File: config.mk
export PLATFORM = sky130hd
export DESIGN_NAME = rx_frame_check_and_classify
export DESIGN_NICKNAME = d
export VERILOG_FILES = /design/src/hw/rtl/rxfcc_pkg.sv /design/src/hw/rtl/rxfcc_frame_core.sv /design/src/hw/rtl/rx_frame_check_and_classify.sv
export SDC_FILE = /design/constraint.sdc
export NUM_CORES = 1
export LEC_CHECK = 0
export ABC_AREA = 0
export BUFFER_PORTS_ARGS = -buffer_cell sky130_fd_sc_hd__buf_2
export CORE_MARGIN = 4
export CORE_UTILIZATION = 52
export CTS_BUF_LIST = sky130_fd_sc_hd__clkbuf_4 sky130_fd_sc_hd__clkbuf_8
export DETAILED_ROUTE_END_ITERATION = 10
export GPL_TIMING_DRIVEN = 0
export PLACE_DENSITY_LB_ADDON = 0.2
export SLEW_MARGIN = 25
export SYNTH_ARGS = -nofsm -noshare
export SYNTH_HDL_FRONTEND = slang
export SYNTH_SLANG_ARGS = --single-unit
File: constraint.sdc
create_clock -name clk -period 3.15 [get_ports clk]
set_input_delay 0.4725 -clock clk [delete_from_list [all_inputs] [get_ports clk]]
set_output_delay 0.4725 -clock clk [all_outputs]
set_load 0.01 [all_outputs]
File: src/hw/rtl/rxfcc_pkg.sv
`timescale 1ns / 1ps
`default_nettype none

package rxfcc_pkg;

    typedef logic [7:0] byte_t;

    typedef enum logic [1:0] {
        STATUS_ACCEPTED       = 2'd0,
        STATUS_CHECK_MISMATCH = 2'd1,
        STATUS_BAD_LENGTH     = 2'd2
    } frame_status_t;

    typedef enum logic [2:0] {
        KIND_TEST_DATA  = 3'd0,
        KIND_OPEN_FAULT = 3'd1,
        KIND_TEST_END   = 3'd2,
        KIND_OK         = 3'd3,
        KIND_NONE       = 3'd4
    } reply_kind_t;

    // One result beat; frame_status sits in the lowest bits when packed.
    typedef struct packed {
        byte_t         payload_length;
        reply_kind_t   reply_kind;
        frame_status_t frame_status;
    } frame_result_t;

    // One input beat as held in the input register.
    typedef struct packed {
        byte_t rx_byte;
        logic  end_of_frame;
    } rx_beat_t;

    localparam int RESULT_W  = $bits(frame_result_t);
    localparam int TDATA_W   = ((RESULT_W + 7) / 8) * 8;

    localparam int    NAME_COUNT = 4;
    localparam int    NAME_SLOTS = 16;
    localparam byte_t CHAR_COLON = 8'h3A;
    localparam byte_t CHAR_HASH  = 8'h23;
    localparam byte_t CHECK_MSB  = 8'h80;

    // Reply names, padded with zeros; the length check masks the padding.
    localparam byte_t NAME_TEXT [NAME_COUNT][NAME_SLOTS] = '{
        '{"T", "_", "D", 8'h00, 8'h00, 8'h00, 8'h00, 8'h00,
          8'h00, 8'h00, 8'h00, 8'h00, 8'h00, 8'h00, 8'h00, 8'h00},
        '{"O", "P", "E", "N", "_", "E", "R", "R",
          "O", "R", 8'h00, 8'h00, 8'h00, 8'h00, 8'h00, 8'h00},
        '{"T", "E", "S", "T", "_", "O", "V", "E",
          "R", 8'h00, 8'h00, 8'h00, 8'h00, 8'h00, 8'h00, 8'h00},
        '{"O", "K", 8'h00, 8'h00, 8'h00, 8'h00, 8'h00, 8'h00,
          8'h00, 8'h00, 8'h00, 8'h00, 8'h00, 8'h00, 8'h00, 8'h00}
    };
    localparam logic [3:0] NAME_LEN [NAME_COUNT] = '{4'd3, 4'd10, 4'd9, 4'd2};

    // The literal frame that is always taken, padded to a power of two.
    localparam byte_t OK_TEXT [4] = '{"O", "K", "#", 8'h00};

endpackage

`default_nettype wire

File: src/hw/rtl/rxfcc_frame_core.sv
`timescale 1ns / 1ps
`default_nettype none

module rxfcc_frame_core #(
    parameter int MAX_FRAME = 128
) (
    input  wire logic                    clk,
    input  wire logic                    rst_n,
    input  wire logic                    advance,
    input  wire rxfcc_pkg::rx_beat_t     beat,
    output rxfcc_pkg::frame_result_t     result
);

    localparam int LEN_W = $clog2(MAX_FRAME + 2);

    rxfcc_pkg::byte_t held0_reg, held0_next;
    rxfcc_pkg::byte_t held1_reg, held1_next;
    logic [1:0]       held_count_reg, held_count_next;
    rxfcc_pkg::byte_t sum_reg, sum_next;
    logic [LEN_W-1:0] len_reg, len_next;
    logic [3:0]       pos_reg, pos_next;
    logic [3:0]       cand_reg, cand_next;
    logic             in_pay_reg, in_pay_next;
    rxfcc_pkg::byte_t pay_cnt_reg, pay_cnt_next;
    logic [1:0]       ok_match_reg, ok_match_next;

    logic             take_body;
    rxfcc_pkg::byte_t body;

    // Advance the frame state by one byte and classify on the last one
    always_comb
    begin
        take_body       = (held_count_reg == 2'd2);
        body            = held0_reg;
        sum_next        = sum_reg;
        pos_next        = pos_reg;
        cand_next       = cand_reg;
        in_pay_next     = in_pay_reg;
        pay_cnt_next    = pay_cnt_reg;

        // Byte leaving the two-byte delay joins the body
        if (take_body)
        begin
            sum_next = sum_reg + body;
            if (in_pay_reg)
            begin
                if (pay_cnt_reg != 8'hFF)
                    pay_cnt_next = pay_cnt_reg + 8'd1;
            end
            else if (body == rxfcc_pkg::CHAR_COLON || body == rxfcc_pkg::CHAR_HASH)
            begin
                in_pay_next = 1'b1;
            end
            else
            begin
                for (int k = 0; k < rxfcc_pkg::NAME_COUNT; k++)
                begin
                    if (pos_reg >= rxfcc_pkg::NAME_LEN[k] ||
                        rxfcc_pkg::NAME_TEXT[k][pos_reg] != body)
                        cand_next[k] = 1'b0;
                end
                if (pos_reg != 4'hF)
                    pos_next = pos_reg + 4'd1;
            end
        end

        // Shift the delay line
        held0_next      = held1_reg;
        held1_next      = beat.rx_byte;
        held_count_next = (held_count_reg == 2'd2) ? held_count_reg : held_count_reg + 2'd1;

        // Track the literal short frame
        ok_match_next = ok_match_reg;
        if (len_reg < LEN_W'(3) && ok_match_reg == len_reg[1:0] &&
            beat.rx_byte == rxfcc_pkg::OK_TEXT[len_reg[1:0]])
            ok_match_next = len_reg[1:0] + 2'd1;

        len_next = (len_reg < LEN_W'(MAX_FRAME + 1)) ? len_reg + LEN_W'(1) : len_reg;

        // Classify from the updated state
        result.frame_status   = rxfcc_pkg::STATUS_ACCEPTED;
        result.reply_kind     = rxfcc_pkg::KIND_NONE;
        result.payload_length = 8'd0;
        if (len_next == LEN_W'(3) && ok_match_next == 2'd3)
        begin
            result.reply_kind = rxfcc_pkg::KIND_OK;
        end
        else if (len_next < LEN_W'(2) || len_next > LEN_W'(MAX_FRAME))
        begin
            result.frame_status = rxfcc_pkg::STATUS_BAD_LENGTH;
        end
        else if (held0_next != (sum_next | rxfcc_pkg::CHECK_MSB))
        begin
            result.frame_status = rxfcc_pkg::STATUS_CHECK_MISMATCH;
        end
        else
        begin
            // Lowest-numbered name that matched in full wins
            for (int k = rxfcc_pkg::NAME_COUNT - 1; k >= 0; k--)
            begin
                if (cand_next[k] && rxfcc_pkg::NAME_LEN[k] == pos_next)
                    result.reply_kind = rxfcc_pkg::reply_kind_t'(3'(k));
            end
            result.payload_length = in_pay_next ? pay_cnt_next : 8'd0;
        end
    end

    // Frame state; drop everything after the last byte of a frame
    always_ff @(posedge clk or negedge rst_n)
    begin
        if (!rst_n)
        begin
            held0_reg      <= '0;
            held1_reg      <= '0;
            held_count_reg <= '0;
            sum_reg        <= '0;
            len_reg        <= '0;
            pos_reg        <= '0;
            cand_reg       <= '1;
            in_pay_reg     <= 1'b0;
            pay_cnt_reg    <= '0;
            ok_match_reg   <= '0;
        end
        else if (advance)
        begin
            if (beat.end_of_frame)
            begin
                held0_reg      <= '0;
                held1_reg      <= '0;
                held_count_reg <= '0;
                sum_reg        <= '0;
                len_reg        <= '0;
                pos_reg        <= '0;
                cand_reg       <= '1;
                in_pay_reg     <= 1'b0;
                pay_cnt_reg    <= '0;
                ok_match_reg   <= '0;
            end
            else
            begin
                held0_reg      <= held0_next;
                held1_reg      <= held1_next;
                held_count_reg <= held_count_next;
                sum_reg        <= sum_next;
                len_reg        <= len_next;
                pos_reg        <= pos_next;
                cand_reg       <= cand_next;
                in_pay_reg     <= in_pay_next;
                pay_cnt_reg    <= pay_cnt_next;
                ok_match_reg   <= ok_match_next;
            end
        end
    end

endmodule

`default_nettype wire

File: src/hw/rtl/rx_frame_check_and_classify.sv
// Received-frame checker and reply classifier. Bytes of one text frame enter
// on the s_axis side, the last byte marked by s_axis_tlast; a frame is a body,
// a check byte and a closing byte. For each frame one result beat leaves on
// m_axis from an output register, loaded as its last byte leaves the input
// register: status (accepted, check mismatch, bad length), the reply name that
// the body holds in full before its first ':' or '#', and the payload length
// after that separator. The check passes when the 8-bit sum of the body, with
// bit 7 forced high, equals the check byte; the exact frame "OK#" is always
// accepted. Frames of one byte or of more than MAX_FRAME bytes are flagged.
// The block takes one byte per clock cycle: each byte passes through an input
// register and one pass of logic that updates the running frame state, and
// the result sits in an output register, so input is only held back while a
// finished result waits there and another last byte is ready behind it.
`timescale 1ns / 1ps
`default_nettype none

module rx_frame_check_and_classify #(
    parameter int MAX_FRAME = 128
) (
    input  wire logic                         clk,
    input  wire logic                         rst_n,
    input  wire logic                         s_axis_tvalid,
    output logic                              s_axis_tready,
    input  wire logic [7:0]                   s_axis_tdata,  // [7:0] rx_byte
    input  wire logic                         s_axis_tlast,  // end_of_frame
    output logic                              m_axis_tvalid,
    input  wire logic                         m_axis_tready,
    // [1:0] frame_status, [4:2] reply_kind, [12:5] payload_length, rest zero
    output logic [rxfcc_pkg::TDATA_W-1:0]     m_axis_tdata
);

    logic                     in_valid_reg, in_valid_next;
    rxfcc_pkg::rx_beat_t      in_beat_reg;
    logic                     out_valid_reg, out_valid_next;
    rxfcc_pkg::frame_result_t out_result_reg;
    rxfcc_pkg::frame_result_t core_result;

    logic s_accept;
    logic out_free;
    logic in_advance;

    assign out_free      = !out_valid_reg || m_axis_tready;
    assign in_advance    = in_valid_reg && (!in_beat_reg.end_of_frame || out_free);
    assign s_axis_tready = !in_valid_reg || in_advance;
    assign s_accept      = s_axis_tvalid && s_axis_tready;

    // Hold the input beat until the frame logic takes it
    always_comb
    begin
        in_valid_next = in_valid_reg;
        if (s_accept)
            in_valid_next = 1'b1;
        else if (in_advance)
            in_valid_next = 1'b0;
    end

    always_ff @(posedge clk or negedge rst_n)
    begin
        if (!rst_n)
            in_valid_reg <= 1'b0;
        else
            in_valid_reg <= in_valid_next;
    end

    always_ff @(posedge clk)
    begin
        if (s_accept)
        begin
            in_beat_reg.rx_byte      <= s_axis_tdata;
            in_beat_reg.end_of_frame <= s_axis_tlast;
        end
    end

    rxfcc_frame_core #(
        .MAX_FRAME (MAX_FRAME)
    ) u_core (
        .clk     (clk),
        .rst_n   (rst_n),
        .advance (in_advance),
        .beat    (in_beat_reg),
        .result  (core_result)
    );

    // Result register: load on a last byte, release on the output beat
    always_comb
    begin
        out_valid_next = out_valid_reg;
        if (in_advance && in_beat_reg.end_of_frame)
            out_valid_next = 1'b1;
        else if (m_axis_tready)
            out_valid_next = 1'b0;
    end

    always_ff @(posedge clk or negedge rst_n)
    begin
        if (!rst_n)
            out_valid_reg <= 1'b0;
        else
            out_valid_reg <= out_valid_next;
    end

    always_ff @(posedge clk)
    begin
        if (in_advance && in_beat_reg.end_of_frame)
            out_result_reg <= core_result;
    end

    assign m_axis_tvalid = out_valid_reg;
    assign m_axis_tdata  = {{(rxfcc_pkg::TDATA_W - rxfcc_pkg::RESULT_W){1'b0}}, out_result_reg};

endmodule

`default_nettype wire

==> summary.txt, run 1 <==
Area contributors post-synth - dfrtp_1 (26%), edfxtp_1 (14%), nand2_1 (5.5%), ha_1 (4.6%), xnor2_1 (3.8%)
Fin Clk Skew - 0.01809 ns
Cell taking the most area after synthesis - dfrtp_1
Post-synth EDFFs - 22
Cell-internal power - 1.856 mW
Post-synth top area share - 25.67%
Yosys warnings - 0
Critical path fanouts, max - 8
FFs w/ async S/R, synth - 71.05%
Switch share - 38.38%
Post-layout nets - 616
Hold crit path type - in2async
Largest net degree at the start of global routing - 55
Status - completed
RD Place Congestion - 0.9015
Root buf cell - clkbuf_8
P_leak - 2.185 nW
Die area - 10990 sq um
Detail Route Antenna Nets - 0
Io pins - 31
Worst vdd ir - 269.0 uV
Pins Over Slew Limit - 0
Post-Syn Area - 4873 sq um
Final wirelength - 11960 um
Drt initial violations - 216
Clk sinks - 76
Filler cell count - 807
Max Clk Rate - 330.9 MHz
Min cycle time layout - 3.022 ns
Share of layout cells above drive strength 1 - 13.07%
Initial antenna violation count - 0
N_diodes - 0
CP Capture Type - register
H-tree Lvls - 3
Row cnt - 35
Drc violations - 0
Power Dens Cells - 560.3 nW/um^2
Worst setup path class - reg2reg
Top FF cell, synth - dfrtp_1
Vias - 4206
Sequential share of the synthesized area - 41.39%
TritonCTS clock tree - done
Worst-path clk slew - 0.10 ns
RSZ-0062 raised after global routing - no
Yosys cell types - 71
Sequential power share - 41.5%
Area grow syn2layout - 10.30%
Slew headroom - 50.85%
# setup viols final - 0
Congestion Overflow GR - 0
Pre-CTS setup slack - -0.6083 ns
Max clock buf depth - 2
Setup slack, reg-to-reg - 0.13 ns
Chip width - 104.8 um
HPWL after DPL - 8620 um
Power share of the combinational group - 35.1%
Worst slew pin tran - 0.7373 ns
Drt pass-1 iters - 5
I/O Buffers - 27
Final WS setup - 0.1280 ns
CTS Hold Bufs - 0
Syn Area/Cell - 8.959 sq um
WL per Instance - 17.09 um
Starting Density - 52.99%
Mean number of vias per cell - 6.009
Global-route wire length before repair - 20170 um
Core area - 9196 sq um
GRT Total Usage - 22.38%
Worst-Skew Late Latency - 0.36 ns
CP Launch Type - register
Post-layout total power - 3.012 mW
TritonCTS Buffers - 9
Post-Synthesis Cells - 544
Vias in the first global route - 4123
Clk pwr share - 23.4%
Max-cap violation count - 0
Final period util - 95.94%
Final Hold Viols - 0
Register Area - 2017 sq um
Die height - 104.8 um
NetSw - 1.156 mW
Yosys reg bits - 76
Crit path DAT - 3.13 ns
Footprint of the multi-input gates - 2643 sq um
Worst path required time - 3.26 ns
Max reg flops - 13
## final cells by class
cell class | instances | area share, %
clock inverter | 7 | 1.071
buffer | 35 | 3.049
timing repair buffer | 29 | 2.840
tap | 111 | 2.584
multi-input combinational | 412 | 49.16
sequential | 76 | 37.52
clock buffer | 9 | 2.304
inverter | 21 | 1.466
## cells by family after synthesis
| logic type | count (synthesis) | share of synthesized area (%) |
|---|---|---|
| buf+inv | 58 | 5.109 |
| xor+xnor | 30 | 5.392 |
| compound gates | 128 | 17.51 |
| mux | 13 | 2.773 |
| fa+ha+maj | 19 | 5.032 |
| other cells | 1 | 0.07695 |
| flops | 76 | 41.39 |
| simple gates | 219 | 22.72 |
## path summary, 6_finish.rpt
check | depth (start not counted) | end | from
min in group clk | 1 | in_beat_reg[4] | s_axis_tdata[3]
min reg2reg | 2 | u_core.held0_next[1] | in_beat_reg[2]
max reg2reg | 10 | m_axis_tdata[12] | u_core.len_reg[0]
max | 10 | m_axis_tdata[12] | u_core.len_reg[0]
max in group asynchronous | 1 | u_core.sum_reg[0] | rst_n
min | 1 | u_core.body[4] | rst_n
## power groups by stage
stage                     clock network [mW]  registers, mW  logic, mW
after floorplan                            0           1.24      0.786
after global placement                     0           1.25       1.01
after detailed placement                   0           1.26       1.03
after CTS                              0.715           1.24       1.04
after global routing                   0.764           1.26       1.18
final                                  0.705           1.25       1.06
## through the flow
step           cells  setup TNS (ns)  util [%]  cell area [sq um]  hold WS (ns)
6_report         700               0     58.45               5375        0.1588
5_1_grt          700               0     58.45               5375        0.2069
4_1_cts          699               0     58.22               5354        0.1902
3_5_place_dp     684          -5.046     56.08               5157        0.5032
3_3_place_gp     684          -4.553     56.05               5155        0.4876
2_1_floorplan    546               0         -               4881        0.1769
## cells in the mapped netlist (6+ instances only)
cell and n:
nand2_1 72, dfrtp_1 50, nor2_1 45, o21ai_0 34, clkbuf_1 27, a21oi_1 23, edfxtp_1 22, xnor2_1 21
inv_1 20, ha_1 18, nand3b_1 18, nand3_1 17, mux2i_1 12, nor3_1 12, a31oi_1 10, nand4_1 10
o22ai_1 10, xor2_1 9, nand2b_1 8, nor2b_1 7, and3_1 6
## worst max-delay path: stages, from the launching register on
cell and delay (ns):
dfrtp_1 0.51, inv_1 0.19, ha_1 0.29, xnor2_1 0.17, nand3_1 0.10, nor4_2 0.40, mux2i_1 0.16, or4_4 0.60
nand4_1 0.12, buf_4 0.17, nor2_1 0.06
## metal layers
| layer | vias up | GRT usage, % | share of wire (%) |
|---|---|---|---|
| met5 | - | 0 | 0 |
| li1 | 2026 | - | - |
| met2 | 137 | 35.93 | 47 |
| met1 | 2017 | 30.18 | 45 |
| met3 | 26 | 4.138 | 5.7 |
| met4 | 0 | 8.435 | 2.3 |
## cells in the final DEF, fill, tap and decap left out, drive strengths merged, types with 3 or more instances in the layout
| cell type | Yosys | routed |
|---|---|---|
| o31ai | 5 | 5 |
| mux2i | 12 | 12 |
| nand2 | 72 | 72 |
| a31oi | 10 | 10 |
| inv | 20 | 23 |
| xor2 | 9 | 9 |
| nor2b | 7 | 7 |
| a21o | 6 | 6 |
| and3 | 6 | 6 |
| o21ai | 34 | 34 |
| a211oi | 5 | 5 |
| o2111ai | 4 | 4 |
| a21oi | 23 | 23 |
| ha | 18 | 18 |
| nand3 | 17 | 17 |
| o22ai | 10 | 10 |
| nor2 | 47 | 47 |
| conb | 1 | 3 |
| or3 | 3 | 3 |
| clkbuf | 27 | 34 |
| a32oi | 3 | 3 |
| nand2b | 8 | 8 |
| nor3 | 12 | 12 |
| dfstp | 4 | 4 |
| buf | 10 | 39 |
| xnor2 | 21 | 21 |
| edfxtp | 22 | 22 |
| clkinv | 1 | 3 |
| a211o | 4 | 4 |
| nand4 | 10 | 10 |
| dfrtp | 50 | 50 |
| nand3b | 18 | 18 |
| nor4 | 6 | 6 |
| a21boi | 4 | 4 |
## repair_timing
item	CTS	global route
buffers inserted	1	1
endpoints found under the setup margin	12	11
cloned	0	0
pin swaps	1	1
resized for setup	2	6
No activity file was read; power rests on OpenSTA's default activity.
==> run 2, diff against run 1 <==
Settings changed: CELL_PAD_IN_SITES_DETAIL_PLACEMENT set to 1, CELL_PAD_IN_SITES_GLOBAL_PLACEMENT set to 2, CORE_UTILIZATION 52 to 40, REMOVE_ABC_BUFFERS set to 1.
==> run 2 against run 1 <==
Compared with the run above: worst setup slack better by 0.035 ns; largest power group unchanged; highest routed layer unchanged; die area up 28%; wire length up 7.0%; first-iteration DRC count down 23%; core utilization down 13 points.
==> summary.txt, run 2 (synthesis gave the netlist of run 1 again) <==
Pins Over Slew Limit - 0 (unchanged)
R2R Path Start - u_core.body[0]
Max reg flops - 13 (unchanged)
Met1 usage - 24.68% (-5.5 points)
RD Place Congestion - 0.7775 (-14%)
Worst-Skew Late Latency - 0.35 ns (about the same)
Congestion Overflow GR - 0 (unchanged)
NetSw - 1.117 mW (-3.4%)
P_leak - 2.175 nW (-0.45%)
Die area - 14010 sq um (+28%)
GRT Max-Usage Layer - met2
Reg2Reg Depth - 11 (+1)
Worst-path clk slew - 0.08 ns (-0.02 ns)
Max clock buf depth - 2 (unchanged)
Area grow syn2layout - 11.17%
Status - completed
Hold crit path type - in2async
Final Hold Viols - 0 (unchanged)
Final period util - 94.82% (-1.1 points)
CTS Hold Bufs - 0 (unchanged)
N_diodes - 0 (unchanged)
Design Area, Final - 5418 sq um (+0.79%)
TritonCTS Buffers - 9 (unchanged)
Drt pass-1 iters - 4 (-1)
Most common library cell in the layout ignoring fill and taps - nand2_1
Setup slack, reg-to-reg - 0.16 ns (+0.04 ns)
GR Layer Usage met2 - 32.48% (-3.5 points)
Root buf cell - clkbuf_8
Initial antenna violation count - 0 (unchanged)
Switch share - 34.97% (-3.4 points)
Util after Layout - 45.29% (-13 points)
Drc violations - 0 (unchanged)
Clk sinks - 76 (unchanged)
Critical path fanouts, max - 8 (unchanged)
CP Launch Type - register
Chip width - 118.4 um (+13%)
Vias - 4007 (-4.7%)
HPWL after DPL - 9067 um (+5.2%)
Post-DP Area - 5081 sq um (-1.5%)
Cell mode on critical path - nand4_1
Final non-filler cell total - 707 (+1.0%)
H-tree Lvls - 3 (unchanged)
Share of layout cells above drive strength 1 - 15.18% (+2.1 points)
Drt initial violations - 166 (-23%)
Pre-CTS setup slack - -0.7359 ns (-0.1276 ns)
Worst vdd ir - 318.7 uV (+18%)
Worst slew pin tran - 0.9254 ns (+0.1881 ns)
Cell-internal power - 2.077 mW (+12%)
Final WS setup - 0.1632 ns (+0.03526 ns)
Critical-path top delay cell - dfrtp_2
CP Capture Type - register
I/O Buffers - 27 (unchanged)
GRT Total Usage - 18.82% (-3.6 points)
Power Dens Cells - 589.5 nW/um^2 (+5.2%)
Worst path required time - 3.35 ns (+0.09 ns)
Core area - 11960 sq um (+30%)
TritonCTS clock tree - done
# setup viols final - 0 (unchanged)
Die height - 118.4 um (+13%)
Crit path largest cell delay - 0.42 ns (-0.18 ns)
Vias in the first global route - 4230 (+2.6%)
Worst path cell trace - ha_1, fa_2, a211oi_2, nor2_2, o31ai_2, xnor2_1, nand4_1, nor4_4, nand4_1, buf_4, a21oi_1
Power share of the combinational group - 32.1% (-3.0 points)
Io pins - 31 (unchanged)
Detail Route Antenna Nets - 0 (unchanged)
Most frequent cells in the layout - nand2_1 (70), dfrtp_1 (46), nor2_1 (44)
Post-layout nets - 587 (-4.7%)
Min cycle time layout - 2.987 ns (-0.03526 ns)
Largest net degree at the start of global routing - 55 (unchanged)
Post-Place Cells - 686 (+0.29%)
R2R Path End - m_axis_tdata[6]
Mean number of vias per cell - 5.668 (-5.7%)
Slew headroom - 38.31% (-13 points)
Clk pwr share - 27.6% (+4.2 points)
Post-layout total power - 3.194 mW (+6.0%)
Row cnt - 40 (+14%)
Max-cap violation count - 0 (unchanged)
Global-route wire length before repair - 21600 um (+7.1%)
M3 GR Usage - 3.636% (-0.50 points)
WL per Instance - 18.09 um (+5.9%)
Worst setup path class - reg2reg
Max Clk Rate - 334.8 MHz (+1.2%)
RSZ-0062 raised after global routing - no
Crit path DAT - 3.19 ns (+0.06 ns)
Final wirelength - 12790 um (+7.0%)
Sequential power share - 40.3% (-1.2 points)
Fin Clk Skew - 0.009479 ns (-0.008615 ns)
Starting Density - 40.74% (-12 points)
run 2: changes by cell type in the layout (fill, tap and decap cells not counted), sizes merged:
cell	change
buf	-4
bufinv	+2
clkbuf	-21
clkinv	-2
clkinvlp	-1
inv	-3
run 2: worst max-delay path by stage:
| stage | startpoint | end | slack [ns] | depth (start not counted) |
|---|---|---|---|---|
| after floorplan | u_core.body[0] | m_axis_tdata[6] | 0.26 | 10 |
| after global placement | u_core.held_count_reg[0] | m_axis_tdata[6] | -0.74 | 9 |
| after detailed placement | u_core.held_count_reg[0] | m_axis_tdata[6] | -0.74 | 9 |
| after CTS | u_core.body[0] | m_axis_tdata[4] | -0.01 | 10 |
| after global routing | u_core.body[4] | m_axis_tdata[4] | 0.007 | 8 |
| final | u_core.body[0] | m_axis_tdata[6] | 0.16 | 11 |
run 2: power by group through the flow:
| stage | combinational (mW) | sequential (mW) | clock, mW |
|---|---|---|---|
| floorplan | 0.729 | 1.27 | 0 |
| global placement | 0.940 | 1.31 | 0 |
| detailed placement | 0.985 | 1.31 | 0 |
| CTS | 1.01 | 1.29 | 0.904 |
| global route | 1.16 | 1.31 | 0.948 |
| finish | 1.03 | 1.29 | 0.880 |
run 2: final cells by class:
cell class / count / area (sq um)
multi-input cells: 412 / 2671
inverters: 21 / 78.83
well taps: 147 / 183.9
fillers: 1386 / 6544
clock buffers: 13 / 172.7
clock inverters: 3 / 67.56
repair buffers: 35 / 221.5
flip-flops and latches: 76 / 2022
run 2: per-stage QoR:
step	setup TNS, ns	hold WS [ns]
floorplan	0	0.1769
global placement	-7.645	0.4854
detailed placement	-6.665	0.4977
CTS	-0.01448	0.1997
global route	0	0.2235
finish	0	0.1762
run 2: timing repair:
action | 4_1_cts | 5_1_grt
resized for setup | 5 | 10
endpoints found under the setup margin | 12 | 11
pin swaps | 2 | 4
setup buffers | 3 | 2
run 2: per-layer routing:
metal  vias to the layer above  share of wire, %
met5                         -                 0
met1                      1987                49
met3                        10               2.0
met2                        37                48
li1                       1973                 -
met4                         0              0.95
run 2: worst max-delay path: cells and delay by family, from the launching register on:
kind / cells / cell delay, ns
AND/OR/NAND/NOR: 4 / 0.77
adder cells (fa/ha/maj): 2 / 0.65
AO/OA/AOI/OAI: 3 / 0.62
flip-flops: 1 / 0.42
buffers and inverters: 1 / 0.21
XOR/XNOR: 1 / 0.15
